===== src/sv/banked_framebuffer_pixel_access_assert.svh =====
// Assertion macros used by the pixel access emitter.
// Each macro expects clk and arst_n in scope and is disabled while reset is applied.
`ifndef BANKED_FRAMEBUFFER_PIXEL_ACCESS_ASSERT_SVH
`define BANKED_FRAMEBUFFER_PIXEL_ACCESS_ASSERT_SVH

// Same-cycle implication.
`define BFPA_ASSERT_NOW(label, ante, cons, msg) \
	label: assert property (@(posedge clk) disable iff (!arst_n) (ante) |-> (cons)) \
		else $error(msg);

// Next-cycle implication.
`define BFPA_ASSERT_NEXT(label, ante, cons, msg) \
	label: assert property (@(posedge clk) disable iff (!arst_n) (ante) |=> (cons)) \
		else $error(msg);

`endif


===== src/sv/bfpa_pkg.sv =====
`default_nettype none

package bfpa_pkg;

	// Bank window geometry.
	localparam int          WINDOW_BITS = 16;
	localparam logic [31:0] WMASK       = 32'((64'd1 << WINDOW_BITS) - 64'd1);

	// Longest access list of one request and the width of an index into it.
	localparam int MAX_ACC = 9;
	localparam int IDX_W   = $clog2(MAX_ACC + 1);

	// Access operation codes.
	localparam logic [2:0] OP_BANK  = 3'd0;
	localparam logic [2:0] OP_SEQ   = 3'd1;
	localparam logic [2:0] OP_GRA   = 3'd2;
	localparam logic [2:0] OP_WR    = 3'd3;
	localparam logic [2:0] OP_RD    = 3'd4;
	localparam logic [2:0] OP_LATCH = 3'd5;

	// Configuration register indexes.
	localparam logic [2:0] CFG_PIXEL_MODE    = 3'd0;
	localparam logic [2:0] CFG_PLANE_X_MODE  = 3'd1;
	localparam logic [2:0] CFG_LINEAR_ENABLE = 3'd2;
	localparam logic [2:0] CFG_LINE_PITCH    = 3'd3;
	localparam logic [2:0] CFG_DRAW_COLOR    = 3'd4;

	// Pixel mode codes.
	localparam logic [2:0] PM_PLANAR = 3'd0;
	localparam logic [2:0] PM_BPP1   = 3'd1;
	localparam logic [2:0] PM_BPP2   = 3'd2;
	localparam logic [2:0] PM_BPP3   = 3'd3;
	localparam logic [2:0] PM_BPP4   = 3'd4;

	// Graphics and sequencer register indexes.
	localparam logic [31:0] SEQ_MAP_MASK = 32'h02;
	localparam logic [31:0] GRA_BIT_MASK = 32'h08;
	localparam logic [31:0] GRA_READ_MAP = 32'h04;

	typedef struct packed {
		logic        req_type;
		logic [12:0] pix_x;
		logic [12:0] pix_y;
	} req_t;

	typedef struct packed {
		logic [2:0]  access_op;
		logic [31:0] access_addr;
		logic [31:0] access_data;
		logic [2:0]  access_bytes;
		logic        last_access;
	} access_t;

	typedef access_t [MAX_ACC-1:0] access_list_t;

endpackage

`default_nettype wire


===== src/sv/banked_framebuffer_pixel_access.sv =====
// Channel   Handshake               Payload                 Direction
// request   start / busy            req (req_t)             in
// result    strobe                  result (access_t)       out
// config    cfg_valid / cfg_ready   cfg_index, cfg_data     in
//
// A request is taken when start is high and busy is low; it moves from stage one
// to stage two and then into the emitter, whose first result is on the port once it
// has loaded the list; the rest follow on consecutive cycles.
// A request produces zero to nine results; a request that produces none leaves the
// list stage without loading the emitter.
// The result port sets the sustained rate; the input and product stages overlap it.
// The receiver cannot stall; results appear for one cycle under strobe.
// Reset clears the pipeline and loads the register defaults.
`default_nettype none

module banked_framebuffer_pixel_access (
	input  wire                 clk,
	input  wire                 arst_n,
	input  wire                 start,
	output logic                busy,
	input  bfpa_pkg::req_t      req,
	input  wire                 cfg_valid,
	output logic                cfg_ready,
	input  wire [2:0]           cfg_index,
	input  wire [31:0]          cfg_data,
	output logic                strobe,
	output bfpa_pkg::access_t   result
);
	import bfpa_pkg::*;

	// Configuration registers.
	logic [2:0]  pixel_mode_q;
	logic        plane_x_mode_q;
	logic        linear_enable_q;
	logic [15:0] line_pitch_q;
	logic [31:0] draw_color_q;

	// Pipeline registers.
	logic        v_s1;
	req_t        req_s1;
	logic        v_s2;
	logic        rd_s2;
	logic [12:0] x_s2;
	logic [28:0] row_s2;

	logic         accept;
	logic         s1_adv;
	logic         s2_adv;
	logic         s2_free;
	logic         emit_done;
	logic         emit_load;
	access_list_t list;
	logic [IDX_W-1:0] cnt;

	// Stage flow control: each stage moves when the one after it empties.
	assign s2_free   = !v_s2 || emit_done;
	assign s2_adv    = v_s2 && emit_done;
	assign s1_adv    = v_s1 && s2_free;
	assign busy      = v_s1 && !s2_free;
	assign accept    = start && !busy;
	assign cfg_ready = 1'b1;
	assign emit_load = s2_adv && (cnt != '0);

	// Register writes.
	always_ff @(posedge clk or negedge arst_n) begin
		if (!arst_n) begin
			pixel_mode_q    <= PM_BPP1;
			plane_x_mode_q  <= 1'b0;
			linear_enable_q <= 1'b0;
			line_pitch_q    <= 16'd640;
			draw_color_q    <= 32'd0;
		end else if (cfg_valid && cfg_ready) begin
			case (cfg_index)
				CFG_PIXEL_MODE:    pixel_mode_q    <= cfg_data[2:0];
				CFG_PLANE_X_MODE:  plane_x_mode_q  <= cfg_data[0];
				CFG_LINEAR_ENABLE: linear_enable_q <= cfg_data[0];
				CFG_LINE_PITCH:    line_pitch_q    <= cfg_data[15:0];
				CFG_DRAW_COLOR:    draw_color_q    <= cfg_data;
				default: begin
				end
			endcase
		end
	end

	// Valid bits of the two stages.
	always_ff @(posedge clk or negedge arst_n) begin
		if (!arst_n) begin
			v_s1 <= 1'b0;
			v_s2 <= 1'b0;
		end else begin
			if (accept) begin
				v_s1 <= 1'b1;
			end else if (s1_adv) begin
				v_s1 <= 1'b0;
			end
			if (s1_adv) begin
				v_s2 <= 1'b1;
			end else if (s2_adv) begin
				v_s2 <= 1'b0;
			end
		end
	end

	// Stage payloads; the row offset product is registered into stage two.
	always_ff @(posedge clk) begin
		if (accept) begin
			req_s1 <= req;
		end
		if (s1_adv) begin
			rd_s2  <= req_s1.req_type;
			x_s2   <= req_s1.pix_x;
			row_s2 <= 29'(req_s1.pix_y) * 29'(line_pitch_q);
		end
	end

	function automatic access_t mk(logic [2:0] op, logic [31:0] addr, logic [31:0] data,
		logic [2:0] bytes);
		access_t a;
		a.access_op    = op;
		a.access_addr  = addr;
		a.access_data  = data;
		a.access_bytes = bytes;
		a.last_access  = 1'b0;
		return a;
	endfunction

	// Memory access: a write carries data, a read carries zero.
	function automatic access_t mem(logic rd, logic [31:0] addr, logic [31:0] data,
		logic [2:0] bytes);
		return mk(rd ? OP_RD : OP_WR, addr, rd ? 32'd0 : data, bytes);
	endfunction

	// Build the access list of the request in stage two.
	always_comb begin
		logic [31:0] row;
		logic [31:0] xterm;
		logic [31:0] off;
		logic [31:0] bank;
		logic [31:0] w;
		logic [31:0] b0;
		logic [31:0] b1;
		logic [31:0] b2;
		logic [31:0] lane;

		row  = 32'(row_s2);
		b0   = {24'd0, draw_color_q[7:0]};
		b1   = {24'd0, draw_color_q[15:8]};
		b2   = {24'd0, draw_color_q[23:16]};
		list = '0;
		cnt  = '0;

		// Column term of the byte offset for the active mode.
		if (plane_x_mode_q) begin
			xterm = 32'(x_s2[12:2]);
		end else begin
			case (pixel_mode_q)
				PM_PLANAR: xterm = 32'(x_s2[12:3]);
				PM_BPP2:   xterm = 32'({x_s2, 1'b0});
				PM_BPP3:   xterm = 32'({x_s2, 1'b0}) + 32'(x_s2);
				PM_BPP4:   xterm = 32'({x_s2, 2'b00});
				default:   xterm = 32'(x_s2);
			endcase
		end

		off  = row + xterm;
		bank = off >> WINDOW_BITS;
		w    = off & WMASK;

		case (pixel_mode_q)
			PM_BPP2: lane = 32'h0000_ffff;
			PM_BPP4: lane = 32'hffff_ffff;
			default: lane = 32'h0000_00ff;
		endcase

		if (plane_x_mode_q) begin
			// Mode-X: plane mask, then one byte.
			list[0] = mk(OP_SEQ, SEQ_MAP_MASK, 32'(4'b0001 << x_s2[1:0]), 3'd1);
			list[1] = mem(rd_s2, off, b0, 3'd1);
			cnt     = IDX_W'(2);
		end else if (pixel_mode_q == PM_PLANAR) begin
			list[0] = mk(OP_BANK, bank, 32'd0, 3'd1);
			if (!rd_s2) begin
				// Bit mask and latch read-modify-write.
				list[1] = mk(OP_GRA, GRA_BIT_MASK, 32'(8'h80 >> x_s2[2:0]), 3'd1);
				list[2] = mk(OP_LATCH, w, 32'd0, 3'd1);
				cnt     = IDX_W'(3);
			end else begin
				// One read per map, each after its map select.
				for (int i = 0; i < 4; i++) begin
					list[1 + 2 * i] = mk(OP_GRA, GRA_READ_MAP, 32'(i), 3'd1);
					list[2 + 2 * i] = mk(OP_RD, w, 32'd0, 3'd1);
				end
				cnt = IDX_W'(MAX_ACC);
			end
		end else if (pixel_mode_q == PM_BPP3) begin
			if (linear_enable_q) begin
				list[0] = mem(rd_s2, off, b0, 3'd1);
				list[1] = mem(rd_s2, off + 32'd1, b1, 3'd1);
				list[2] = mem(rd_s2, off + 32'd2, b2, 3'd1);
				cnt     = IDX_W'(3);
			end else begin
				list[0] = mk(OP_BANK, bank, 32'd0, 3'd1);
				if (w == WMASK - 32'd1) begin
					// Two bytes fit before the window edge.
					if (rd_s2) begin
						list[1] = mk(OP_RD, w, 32'd0, 3'd2);
						list[2] = mk(OP_BANK, bank + 32'd1, 32'd0, 3'd1);
						list[3] = mk(OP_RD, 32'd0, 32'd0, 3'd1);
						cnt     = IDX_W'(4);
					end else begin
						list[1] = mk(OP_WR, w, b0, 3'd1);
						list[2] = mk(OP_WR, w + 32'd1, b1, 3'd1);
						list[3] = mk(OP_BANK, bank + 32'd1, 32'd0, 3'd1);
						list[4] = mk(OP_WR, 32'd0, b2, 3'd1);
						cnt     = IDX_W'(5);
					end
				end else if (w == WMASK) begin
					// One byte fits before the window edge.
					list[1] = mem(rd_s2, w, b0, 3'd1);
					list[2] = mk(OP_BANK, bank + 32'd1, 32'd0, 3'd1);
					if (rd_s2) begin
						list[3] = mk(OP_RD, 32'd0, 32'd0, 3'd2);
						cnt     = IDX_W'(4);
					end else begin
						list[3] = mk(OP_WR, 32'd0, b1, 3'd1);
						list[4] = mk(OP_WR, 32'd1, b2, 3'd1);
						cnt     = IDX_W'(5);
					end
				end else if (rd_s2) begin
					list[1] = mk(OP_RD, w, 32'd0, 3'd2);
					list[2] = mk(OP_RD, w + 32'd2, 32'd0, 3'd1);
					cnt     = IDX_W'(3);
				end else begin
					list[1] = mk(OP_WR, w, b0, 3'd1);
					list[2] = mk(OP_WR, w + 32'd1, b1, 3'd1);
					list[3] = mk(OP_WR, w + 32'd2, b2, 3'd1);
					cnt     = IDX_W'(4);
				end
			end
		end else if (pixel_mode_q inside {PM_BPP1, PM_BPP2, PM_BPP4}) begin
			// Whole pixel in one access.
			if (linear_enable_q) begin
				list[0] = mem(rd_s2, off, draw_color_q & lane, pixel_mode_q);
				cnt     = IDX_W'(1);
			end else begin
				list[0] = mk(OP_BANK, bank, 32'd0, 3'd1);
				list[1] = mem(rd_s2, w, draw_color_q & lane, pixel_mode_q);
				cnt     = IDX_W'(2);
			end
		end
	end

	// Result sequencer.
	bfpa_emitter u_emitter (
		.clk    (clk),
		.arst_n (arst_n),
		.load   (emit_load),
		.list   (list),
		.cnt    (cnt),
		.done   (emit_done),
		.strobe (strobe),
		.result (result)
	);

endmodule

`default_nettype wire


===== src/sv/bfpa_emitter.sv =====
`default_nettype none

// Holds the access list of one request and plays it out one result per cycle.
module bfpa_emitter (
	input  wire                         clk,
	input  wire                         arst_n,
	input  wire                         load,
	input  bfpa_pkg::access_list_t      list,
	input  wire [bfpa_pkg::IDX_W-1:0]   cnt,
	output logic                        done,
	output logic                        strobe,
	output bfpa_pkg::access_t           result
);
	import bfpa_pkg::*;

	`include "banked_framebuffer_pixel_access_assert.svh"

	access_list_t     list_q;
	logic [IDX_W-1:0] cnt_q;
	logic [IDX_W-1:0] idx_q;
	logic             act_q;
	logic             last;

	// The current entry is the final one of its request.
	assign last = (idx_q == (cnt_q - IDX_W'(1)));

	// The list can be replaced when idle or once its final result is on the port.
	assign done   = !act_q || last;
	assign strobe = act_q;

	always_comb begin
		result             = list_q[idx_q];
		result.last_access = last;
	end

	// Control: active flag and position in the list.
	always_ff @(posedge clk or negedge arst_n) begin
		if (!arst_n) begin
			act_q <= 1'b0;
			idx_q <= '0;
		end else if (load) begin
			act_q <= 1'b1;
			idx_q <= '0;
		end else if (act_q) begin
			if (last) begin
				act_q <= 1'b0;
			end else begin
				idx_q <= idx_q + IDX_W'(1);
			end
		end
	end

	// Payload: the list and its length.
	always_ff @(posedge clk) begin
		if (load) begin
			list_q <= list;
			cnt_q  <= cnt;
		end
	end

	`BFPA_ASSERT_NOW(a_load_when_done, load, done, "list loaded while results still pending")
	`BFPA_ASSERT_NOW(a_idx_in_range, act_q, idx_q < cnt_q, "result index past list length")
	`BFPA_ASSERT_NEXT(a_load_starts, load, act_q && (idx_q == '0), "load did not start list")
	`BFPA_ASSERT_NEXT(a_no_gap, act_q && !last, act_q, "result sequence broken before last")
	`BFPA_ASSERT_NEXT(a_stop_after_last, act_q && last && !load, !act_q,
		"result strobe continued after last access")

endmodule

`default_nettype wire


===== config.mk =====
export PLATFORM = sky130hd
export DESIGN_NAME = banked_framebuffer_pixel_access
export DESIGN_NICKNAME = d
export VERILOG_FILES = /design/src/sv/bfpa_pkg.sv /design/src/sv/banked_framebuffer_pixel_access.sv /design/src/sv/bfpa_emitter.sv
export VERILOG_INCLUDE_DIRS = /design/src /design/src/sv
export SDC_FILE = /design/constraint.sdc
export NUM_CORES = 1
export LEC_CHECK = 0
export ABC_AREA = 1
export BUFFER_PORTS_ARGS = -buffer_cell sky130_fd_sc_hd__buf_2
export CAP_MARGIN = 20
export CORE_ASPECT_RATIO = 1.5
export CORE_MARGIN = 2
export CORE_UTILIZATION = 58
export CTS_BUF_LIST = sky130_fd_sc_hd__clkbuf_8
export CTS_CLUSTER_SIZE = 24
export DETAILED_ROUTE_END_ITERATION = 6
export GPL_ROUTABILITY_DRIVEN = 0
export PLACE_DENSITY = 0.82
export SYNTH_ARGS = -nofsm -noshare
export SYNTH_HDL_FRONTEND = slang
export SYNTH_SLANG_ARGS = --single-unit
export TNS_END_PERCENT = 50

===== constraint.sdc =====
create_clock -name clk -period 7.41 [get_ports clk]
set_input_delay 0.741 -clock clk [delete_from_list [all_inputs] [get_ports clk]]
set_output_delay 0.741 -clock clk [all_outputs]
set_load 0.005 [all_outputs]

* Word-level counts from Yosys, hierarchy flattened *
Index checks and enable logic that the tools add are counted.

storage, ports and cells
  register bits = 757
  input port bits = 66
  output and inout port bits = 74
  word-level logic and storage cells = 170

operators by class
  add/subtract/negate cells = 9
  multiply operators = 1
  order comparisons = 1
  equal/unequal tests = 12
  shift operators = 2
  muxes and demuxes = 51
  bitwise logic cells = 3
  reduce and logical (&&, ||, !) cells = 27

operators with widths
  kind                     number
  $mux W213                4
  $mux W142                5
  $mux W426                1
  $mux W355                1
  $mux W71                 5
  $bmux W71 S4             1
  $mux W284                1
  $mux W70                 3
  $mux W140                1
  $pmux W32 S2             1
  $pmux W15 S4             1
  $mux W4                  10
  $add A16 B1 Y17 const B  2
  $add A29 B32 Y32         1
  $add A32 B1 Y32 const B  1
  $add A32 B2 Y32 const B  1
  $and A32 B32 Y32         1
  $eq A16 B16 Y1 const B   2
  $mux W32                 1
  $shl A1 B2 Y32 const A   1
  $shr A8 B3 Y32 const A   1
  $mul A13 B16 Y29         1
  $mux W8                  3
  $add A16 B2 Y17 const B  1
  other kinds (24)         56

* Longest topological paths before layout *
Gate-level depths: netlist (run 1).

  depth in word-level cells = 15
  gate-level depth with buffers = 37
  depth with buffers taken out = 36

* Cells and area by module *
From an unflattened synthesis (run 1), not the netlist that was laid out.

second synthesis, totals
  cells, all modules = 4472
  area total of the unflattened synthesis = 43290.3 um2

by module, submodules not included
  module                           times used  cells each  area an instance (um2)  seq. area each (um2)
  bfpa_emitter                     1           1869        25099.1                 19163.4
  banked_framebuffer_pixel_access  1           2603        18191.2                 3482.1

* Worst setup path after synthesis (run 1) *
No wires, ideal clock.

  path kind = register -> register
  start point = register x_s2[1]
  end point = register u_emitter.cnt_q[0], enable pin
  library setup time = 487 ps
  data arrival time = 7154 ps
  required time = 6923 ps
  setup slack = -231 ps
  stages on the path, launching flop included = 37
  buffers on the path = 2
  period minus slack after synthesis = 7641 ps
  cell sequence = edfxtp_1 > ha_1 > fa_1 > a21oi_1 > o21ai_0 > nand2_1 > nand2_1 > nand2_1 > o21ai_0 > nand2_1 > nand2_1 > a21oi_1 > a21oi_1 > o21ai_0 > a31oi_1 > ha_1 > nand2_1 > inv_1 > nand2_1 > nand2_1 > a21oi_2 > nand2_4 > nand2_1 > nand2_2 > nor2_4 > nand2_1 > inv_2 > nand3_2 > buf_6 > buf_2 > ha_1 > nand2_1 > nand3_1 > nand2_1 > nand3_1 > nand2_2 > inv_2

on the way
  longest elaborated chain between the ends = 13
  elaborated cells on any way between the ends = 14
  classes of those cells = add/sub: 2; eq/ne: 2; mux: 8; reduce/logical: 2

RTL lines
  element                   line                                    source
  start: declaration        banked_framebuffer_pixel_access.sv:43   logic [12:0] x_s2;
  start signal: assignment  banked_framebuffer_pixel_access.sv:111  x_s2 <= req_s1.pix_x;
  $add A14 B13 Y15          banked_framebuffer_pixel_access.sv:159  PM_BPP3: xterm = 32'({x_s2, 1'b0}) + 32'(x_s2);
  $pmux W15 S4 *            banked_framebuffer_pixel_access.sv:156  case (pixel_mode_q)
  $mux W15 *                banked_framebuffer_pixel_access.sv:153  if (plane_x_mode_q) begin
  $add A29 B32 Y32 *        banked_framebuffer_pixel_access.sv:165  off = row + xterm;
  $eq A16 B16 Y1            banked_framebuffer_pixel_access.sv:217  end else if (w == WMASK) begin
  $mux W4                   banked_framebuffer_pixel_access.sv:217
  $mux W4 *                 banked_framebuffer_pixel_access.sv:203  if (w == WMASK - 32'd1) begin
  $mux W4 *                 banked_framebuffer_pixel_access.sv:196  if (linear_enable_q) begin
  $mux W4 *                 banked_framebuffer_pixel_access.sv:195  end else if (pixel_mode_q == PM_BPP3) begin
  $mux W4 *                 banked_framebuffer_pixel_access.sv:180  end else if (pixel_mode_q == PM_PLANAR) begin
  $mux W4 *                 banked_framebuffer_pixel_access.sv:175  if (plane_x_mode_q) begin
  $reduce_bool A4 Y1 *      banked_framebuffer_pixel_access.sv:62   assign emit_load = s2_adv && (cnt != '0);
  $logic_and A1 B1 Y1 *     banked_framebuffer_pixel_access.sv:62
  net emit_load             banked_framebuffer_pixel_access.sv:51   logic emit_load;
  end signal: assignment    bfpa_emitter.sv:57                      cnt_q <= cnt;
  end: declaration          bfpa_emitter.sv:19                      logic [IDX_W-1:0] cnt_q;

The timed path passes the listed nets; every way through them passes the cells marked *.
A chain may end at the register's enable or synchronous reset.

* Worst setup path in the final report (run 1) *
  start point = register x_s2[1]
  end point = register u_emitter.list_q[61] (netlist bit), enable pin

on the way
  longest elaborated chain between the ends = 13
  elaborated cells on any way between the ends = 14
  classes of those cells = add/sub: 2; eq/ne: 2; mux: 8; reduce/logical: 2

RTL lines
  element                 line                                    source
  $add A14 B13 Y15        banked_framebuffer_pixel_access.sv:159
  $pmux W15 S4 *          banked_framebuffer_pixel_access.sv:156
  $mux W15 *              banked_framebuffer_pixel_access.sv:153
  $add A29 B32 Y32 *      banked_framebuffer_pixel_access.sv:165
  $eq A16 B16 Y1          banked_framebuffer_pixel_access.sv:217
  $mux W4                 banked_framebuffer_pixel_access.sv:217
  $mux W4 *               banked_framebuffer_pixel_access.sv:203
  $mux W4 *               banked_framebuffer_pixel_access.sv:196
  $mux W4 *               banked_framebuffer_pixel_access.sv:195
  $mux W4 *               banked_framebuffer_pixel_access.sv:180
  $mux W4 *               banked_framebuffer_pixel_access.sv:175
  $reduce_bool A4 Y1 *    banked_framebuffer_pixel_access.sv:62
  $logic_and A1 B1 Y1 *   banked_framebuffer_pixel_access.sv:62
  net emit_load           banked_framebuffer_pixel_access.sv:51
  end signal: assignment  bfpa_emitter.sv:56                      list_q <= list;
  end: declaration        bfpa_emitter.sv:18                      access_list_t list_q;

Marks and branches as above.

==> results by group, run 1 <==
Floorplanning
  – Floorplan die area: 0.0493 mm²
  – Num ports: 140
  – Height of the die: 271 µm
  – Core Box Area: 0.0468 mm²
  – Floorplan row count: 97
  – Die extent in x: 182 µm
  – Starting Density: 58.8%

Yosys
  – Most used DFF post-synth: edfxtp_1
  – Synth Instances: 3246
  – Netlist area before placement: 0.0276 mm²
  – Number of synthesized register bits: 372
  – Part of the Yosys area used for sequential elements: 39.4%
  – Average cell area after synthesis: 8.49 µm²
  – Number of distinct library cells after synthesis: 63
  – Yosys synthesis warning count: 0
  – Count of flip-flops with a built-in enable after synthesis: 312
  – Share of async-settable or async-resettable flops after synthesis: 16.1%

Status
  – Result of the run: complete, no violations

Setup path
  – CP most frequent cell: nand2_1
  – Worst path top cell family by delay: simple AND/OR/NAND/NOR gates
  – Kind of start point of the critical path: register
  – Type of the worst setup path: reg -> reg
  – Depth of the worst register-to-register path: 35
  – Cell depth of the worst setup path: 35
  – Setup slack of the most critical reg-to-reg path: 0.76 ns
  – Stage delay of the slowest cell on the critical path: 0.50 ns
  – Count of buffering cells on the critical path with inverters included: 4
  – Reg-to-reg critical path endpoint: u_emitter.list_q[61]
  – Data required time at the worst endpoint: 7.72 ns
  – Cell with the largest stage delay on the worst path: edfxtp_1
  – Worst-path fanout max: 82
  – Worst reg2reg startpoint: x_s2[1]
  – Worst endpoint data arrival time: 6.96 ns
  – Critical path capture point type: register

Layout
  – Storage cell area: 0.0109 mm²
  – Proportion of layout cells with a drive suffix above 1: 10.9%
  – Area overhead of the layout relative to synthesis: 8.33%
  – Final cell utilization of the core: 63.8%
  – Layout Cell Area excl Fill: 0.0299 mm²
  – Most frequent cells in the layout: 759 x nand2_1, 549 x inv_1, 312 x edfxtp_1
  – Final Net Count: 3669
  – FILL cells: 3801
  – Most common cell after layout, fill and taps aside: nand2_1
  – Area of the multi-input gates: 0.0140 mm²

Clocking
  – Cell at the root of the clock tree: clkbuf_8
  – Skew-Pair Late Insertion Delay: 0.65 ns
  – CTS Buffer Depth: 3
  – CTS Sinks: 372
  – Number of setup buffers added after CTS: 0
  – Number of clock buffers inserted by TritonCTS: 52
  – Gates resized, CTS repair: 0
  – Post-CTS Hold Buffers: 0
  – Number of levels in the clock H-tree: 2
  – Clock tree from TritonCTS: yes
  – Clock-pin slew of the registers on the worst-case setup and hold paths: 0.07 ns

Placed design
  – Post-place instance area: 0.0287 mm²
  – Port buffer count: 137
  – HPWL reported at the end of detailed placement: 56400 µm

Hold path
  – Min-delay worst type: in -> async

STA
  – Worst hold slack after final layout: 0.273 ns
  – Final Critical Period: 6.65 ns
  – Period utilization: 89.7%
  – Transition time at the pin with the least slew margin: 1.26 ns
  – Layout Skew: 0.0384 ns
  – Setup repair after global routing missed its margin: false
  – Max Fclk: 150 MHz
  – Final hold vios: 0
  – Setup TNS: 0 ns
  – Max Transition Viols Final: 0
  – Normalized max-slew margin: 16.0%
  – Setup violation total in the final timing report: 0

Routing
  – Total length of routed wires: 75700 µm
  – Routed vias: 23500
  – Count of TritonRoute iterations in the first routing pass: 7
  – Total DRC errors in the routed layout: 0
  – Vias per cell: 5.93
  – Count of routing violations after the opening detailed-route iteration: 2401
  – Remaining number of nets flagged by the antenna check after routing: 0
  – Average wire per standard cell: 19.1 µm

GRT
  – Pin count of the biggest net entering global routing: 83
  – GRT Util Overall: 30.6%
  – Antenna violations before repair: 2
  – First-pass GRT wire length: 118000 µm
  – Total congestion overflow after global routing: 0
  – Number of global-route vias before repair: 22600

Flow run
  – Max Cap Viol: 0
-- worst register-to-register path, delay by kind of cell, from the launching register on --
family / cells / cell delay [ns]
buffers and inverters: 4 / 1.00
AND/OR/NAND/NOR: 19 / 2.19
AO/OA/AOI/OAI: 8 / 1.10
flip-flops: 1 / 0.50
adder cells (fa/ha/maj): 4 / 1.54
-- kinds of logic (layout without fill, tap and decap cells) --
logic type	after synthesis	count (layout)	share of synthesized area, %
XOR/XNOR	65	65	2.26
buffers and inverters	708	830	9.75
AND/OR/NAND/NOR	1289	1289	20.1
AO/OA/AOI/OAI	535	535	11.7
flip-flops	372	372	39.4
adder cells (fa/ha/maj)	275	275	16.7
other	2	6	0.0272
-- through the flow --
| step | setup slack (ns) | std cells |
|---|---|---|
| finish | 0.765 | 3966 |
| global route | 0.231 | 3966 |
| CTS | 0.897 | 3959 |
| detailed placement | 0.958 | 3863 |
| global placement | 1.14 | 3863 |
| floorplan | 0.848 | 3248 |
-- worst max-delay path by stage --
| stage | start | endpoint | slack (ns) |
|---|---|---|---|
| 2_1_floorplan | x_s2[1] | u_emitter.cnt_q[0] | 0.85 |
| 3_3_place_gp | x_s2[1] | u_emitter.list_q[203] | 1.14 |
| 3_5_place_dp | x_s2[1] | u_emitter.list_q[37] | 0.96 |
| 4_1_cts | x_s2[1] | u_emitter.list_q[61] | 0.90 |
| 5_1_grt | x_s2[1] | u_emitter.list_q[61] | 0.23 |
| 6_report | x_s2[1] | u_emitter.list_q[61] | 0.76 |
-- state kept, by name, indices dropped and copies added, names as in the netlist --
name              flops
v_s1                  1
pixel_mode_q          3
rd_s2                 1
u_emitter.strobe      1
req_s1               27
u_emitter.cnt_q       4
v_s2                  1
draw_color_q         32
u_emitter.idx_q       4
row_s2               29
linear_enable_q       1
plane_x_mode_q        1
u_emitter.list_q    238
x_s2                 13
line_pitch_q         16
-- layout make-up --
| class | instances | share of cell area [%] |
|---|---|---|
| well taps | 594 | 2.49 |
| repair buffers | 173 | 3.54 |
| diodes | 2 | 0.0168 |
| clock inverters | 42 | 0.959 |
| inverters | 561 | 7.08 |
| flip-flops and latches | 372 | 36.4 |
| multi-input cells | 2168 | 47.0 |
| clock buffers | 54 | 2.49 |
-- routing by layer --
layer	global-route usage [%]	up-vias	part of all wire, %
met1	35.9	10900	34
met2	52.4	1429	49
li1	-	10800	-
met5	0	-	0
met4	18.1	0	6.7
met3	5.32	356	9.7
-- cells in the mapped netlist (5+ instances only) --
| library cell | number | share of area (%) |
|---|---|---|
| edfxtp_1 | 312 | 34 |
| nand4_1 | 21 | 0.48 |
| nand3_2 | 6 | 0.22 |
| o211ai_1 | 32 | 0.87 |
| buf_1 | 7 | 0.095 |
| clkbuf_1 | 127 | 1.7 |
| nor2_1 | 201 | 2.7 |
| o31ai_1 | 5 | 0.14 |
| nand2_1 | 759 | 10 |
| nand2_2 | 35 | 0.79 |
| dfrtp_1 | 57 | 5.2 |
| nor2_2 | 13 | 0.30 |
| inv_2 | 27 | 0.37 |
| a22oi_1 | 35 | 0.95 |
| a31oi_1 | 15 | 0.34 |
| o21ai_0 | 154 | 2.8 |
| o21ai_1 | 13 | 0.24 |
| o22ai_1 | 49 | 1.1 |
| xor2_1 | 46 | 1.5 |
| ha_1 | 119 | 5.4 |
| buf_2 | 9 | 0.16 |
| fa_1 | 156 | 11 |
| a221oi_1 | 23 | 0.73 |
| inv_1 | 532 | 7.2 |
| nor2_4 | 12 | 0.49 |
| xnor2_1 | 15 | 0.48 |
| nand3_1 | 143 | 2.6 |
| a22o_1 | 13 | 0.41 |
| o221ai_1 | 12 | 0.38 |
| a32oi_1 | 8 | 0.25 |
| a21oi_1 | 148 | 2.7 |
| nor3_1 | 75 | 1.4 |
Power of run 1 is not shown: default switching activity piles up to over one toggle a cycle in this logic, so the estimate is an artifact.
==> inputs of run 2 (changes only) <==
--- a/config.mk
+++ b/config.mk
@@ -11,13 +11,13 @@
 export CAP_MARGIN = 20
 export CORE_ASPECT_RATIO = 1.5
 export CORE_MARGIN = 2
-export CORE_UTILIZATION = 58
+export CORE_UTILIZATION = 35
 export CTS_BUF_LIST = sky130_fd_sc_hd__clkbuf_8
 export CTS_CLUSTER_SIZE = 24
 export DETAILED_ROUTE_END_ITERATION = 6
 export GPL_ROUTABILITY_DRIVEN = 0
-export PLACE_DENSITY = 0.82
 export SYNTH_ARGS = -nofsm -noshare
 export SYNTH_HDL_FRONTEND = slang
+export SYNTH_HIERARCHICAL = 1
 export SYNTH_SLANG_ARGS = --single-unit
 export TNS_END_PERCENT = 50
==> run 2 against run 1 <==
First-iteration DRC count is 15% higher. Synthesized cell count grew 38%. Global-route usage fell by 11 points. Largest cell class is now sequential cells.
==> results by group, run 2 <==
Routing
  – Remaining number of nets flagged by the antenna check after routing: 0 (unchanged)
  – Average wire per standard cell: 18.9 µm (-1.1%)
  – Total DRC errors in the routed layout: 0 (unchanged)
  – Count of TritonRoute iterations in the first routing pass: 7 (unchanged)
  – Vias per cell: 5.00 (-16%)
  – Routed vias: 33000 (+40%)
  – Total length of routed wires: 125000 µm (+65%)
  – Count of routing violations after the opening detailed-route iteration: 2767 (+15%)

Floorplanning
  – Floorplan die area: 0.127 mm² (+160%)
  – Height of the die: 435 µm (+60%)
  – Starting Density: 35.1% (-24 points)
  – Die extent in x: 291 µm (+60%)
  – Floorplan row count: 158 (+63%)
  – Num ports: 140 (unchanged)
  – Core Box Area: 0.123 mm² (+160%)

Setup path
  – Stage delay of the slowest cell on the critical path: 0.88 ns (+0.38 ns)
  – Cell with the largest stage delay on the worst path: nor4_1
  – Type of the worst setup path: reg -> reg
  – CP most frequent cell: nand2_1
  – Kind of start point of the critical path: register
  – Worst endpoint data arrival time: 7.05 ns (+0.09 ns)
  – Worst-path fanout max: 6 (-93%)
  – Data required time at the worst endpoint: 7.99 ns (+0.27 ns)
  – Critical path capture point type: register

Flow run
  – Max Cap Viol: 0 (unchanged)

Yosys
  – Count leader, synth: edfxtp_1
  – Number of synthesized register bits: 764 (+110%)
  – Part of the Yosys area used for sequential elements: 52.3% (+13 points)
  – Top area cells in the synthesized netlist: edfxtp_1 49%, fa_1 7.2%, nand2_1 6.1%
  – Average cell area after synthesis: 9.68 µm² (+14%)
  – Netlist area before placement: 0.0433 mm² (+57%)
  – Most used DFF post-synth: edfxtp_1
  – Fraction of synthesized cell area taken by the top area cell type: 48.8% (+15 points)
  – Share of async-settable or async-resettable flops after synthesis: 7.85% (-8.3 points)
  – Cell type with the largest total area after synthesis: edfxtp_1
  – Yosys synthesis warning count: 6 (+6)
  – Ranking of synthesized cells by instance count: 704 x edfxtp_1, 701 x nand2_1, 654 x nor2_1, 554 x inv_1, 268 x o21ai_0
  – Number of distinct library cells after synthesis: 68 (+7.9%)
  – Count of flip-flops with a built-in enable after synthesis: 704 (+130%)
  – Synth Instances: 4472 (+38%)

GRT
  – GRT Util Overall: 19.5% (-11 points)
  – First-pass GRT wire length: 190000 µm (+60%)
  – Total congestion overflow after global routing: 0 (unchanged)
  – Number of global-route vias before repair: 32800 (+45%)
  – Antenna violations before repair: 1 (-1)
  – Pin count of the biggest net entering global routing: 173 (+110%)

STA
  – Final Critical Period: 6.46 ns (-0.182 ns)
  – Final worst setup slack: 0.947 ns (+0.182 ns)
  – Final hold vios: 0 (unchanged)
  – Layout Skew: 0.0903 ns (+0.0519 ns)
  – Max Transition Viols Final: 0 (unchanged)
  – Max Fclk: 155 MHz (+2.8%)
  – Period utilization: 87.2% (-2.5 points)
  – Normalized max-slew margin: 22.1% (+6.1 points)
  – Transition time at the pin with the least slew margin: 1.16 ns (-0.0979 ns)
  – Setup repair after global routing missed its margin: false
  – Setup violation total in the final timing report: 0 (unchanged)

Layout
  – Most common cell after layout, fill and taps aside: edfxtp_1
  – FILL cells: 12100 (+220%)
  – Area overhead of the layout relative to synthesis: 13.4%
  – Final Net Count: 5251 (+43%)
  – Most flop-heavy register: u_emitter/list_q
  – Largest registers ranked by flip-flop count: u_emitter/list_q (630), draw_color_q (32), row_s2 (29)
  – Max FFs per register: 630 (+160%)
  – Most frequent cells in the layout: 704 x edfxtp_1, 700 x nand2_1, 653 x nor2_1
  – Proportion of layout cells with a drive suffix above 1: 9.31% (-1.6 points)

Clocking
  – Cell at the root of the clock tree: clkbuf_8
  – CTS Buffer Depth: 3 (unchanged)
  – Number of clock buffers inserted by TritonCTS: 114 (+120%)
  – Clock tree from TritonCTS: yes
  – Clock-pin slew of the registers on the worst-case setup and hold paths: 0.07 ns (about the same)
  – Skew-Pair Late Insertion Delay: 0.87 ns (+0.22 ns)
  – CTS Sinks: 764 (+110%)
  – Number of levels in the clock H-tree: 3 (+1)

Placed design
  – Setup slack at placement: 1.19 ns (+0.235 ns)
  – Port buffer count: 138 (+0.73%)
  – HPWL reported at the end of detailed placement: 85800 µm (+52%)

Status
  – Result of the run: complete, no violations

Hold path
  – Min-delay worst type: in -> async
run 2: cell type report:
| cell class | count | area [µm²] | area share, % |
|---|---|---|---|
| flip-flops and latches | 764 | 22700 | 46.2 |
| multi-input cells | 3240 | 18700 | 38.1 |
| inverters | 590 | 2230 | 4.55 |
| well taps | 1600 | 2000 | 4.08 |
| clock buffers | 124 | 1710 | 3.48 |
| repair buffers | 201 | 1280 | 2.62 |
| clock inverters | 88 | 505 | 1.03 |
| diodes | 1 | 2.50 | 0.00510 |
run 2: final timing paths:
kind / start / endpoint / slack (ns) / depth (start not counted)
worst max-delay path: x_s2[1] / u_emitter/list_q[207] / 0.95 / 31
worst min-delay path: arst_n / draw_color_q[15] / 0.04 / 1
worst max register to register: x_s2[1] / u_emitter/list_q[207] / 0.95 / 31
worst min register to register: req_s1[18] / x_s2[5] / 0.43 / 0
max in group asynchronous: arst_n / u_emitter/idx_q[0] / 6.56 / 1
min in group clk: req[3] / req_s1[3] / 0.09 / 1
run 2: cell families after synthesis:
group                      Yosys count  share of synthesized area (%)
xor gates and xnor gates            61                           1.40
muxes                               16                          0.416
adders and majority gates          274                           10.6
other                                2                         0.0173
and+or+nand+nor                   1674                           16.1
AOI/OAI and AO/OA                  865                           11.5
buffers and inverters              816                           7.63
DFF                                764                           52.3
run 2: per-layer routing:
metal  vias to the layer above  share of wire (%)  track usage (%)
li1                      15600                  -                -
met1                     15800                 38             22.6
met2                      1252                 50             33.6
met3                       399                6.4             3.49
met4                         0                6.0             11.1
met5                         -                  0                0
run 2: metrics by stage:
step                setup TNS, ns  instance area, µm²  hold WS [ns]  utilization (%)  cells
floorplan                -2437.04               44600         0.400                -   4820
global placement                0               46700         0.417             37.9   6378
detailed placement              0               46700         0.423             37.9   6378
CTS                             0               49100        0.0166             39.8   6607
global route                    0               49100        0.0534             39.8   6608
finish                          0               49100        0.0431             39.8   6608
run 2: worst max-delay path: cells and delay by family (launching register included):
kind            cells  cell delay [ns]
buf+inv             5             0.58
compound gates     10             1.76
flops               1             0.44
simple gates       13             2.38
fa+ha+maj           3             1.02
run 2: what timing repair did:
item,in CTS,in global routing
buffers inserted,0,0
endpoints found under the hold margin,17,0
gates resized for setup,0,0
hold buffers,17,0
Power of run 2 is left out for the same reason.
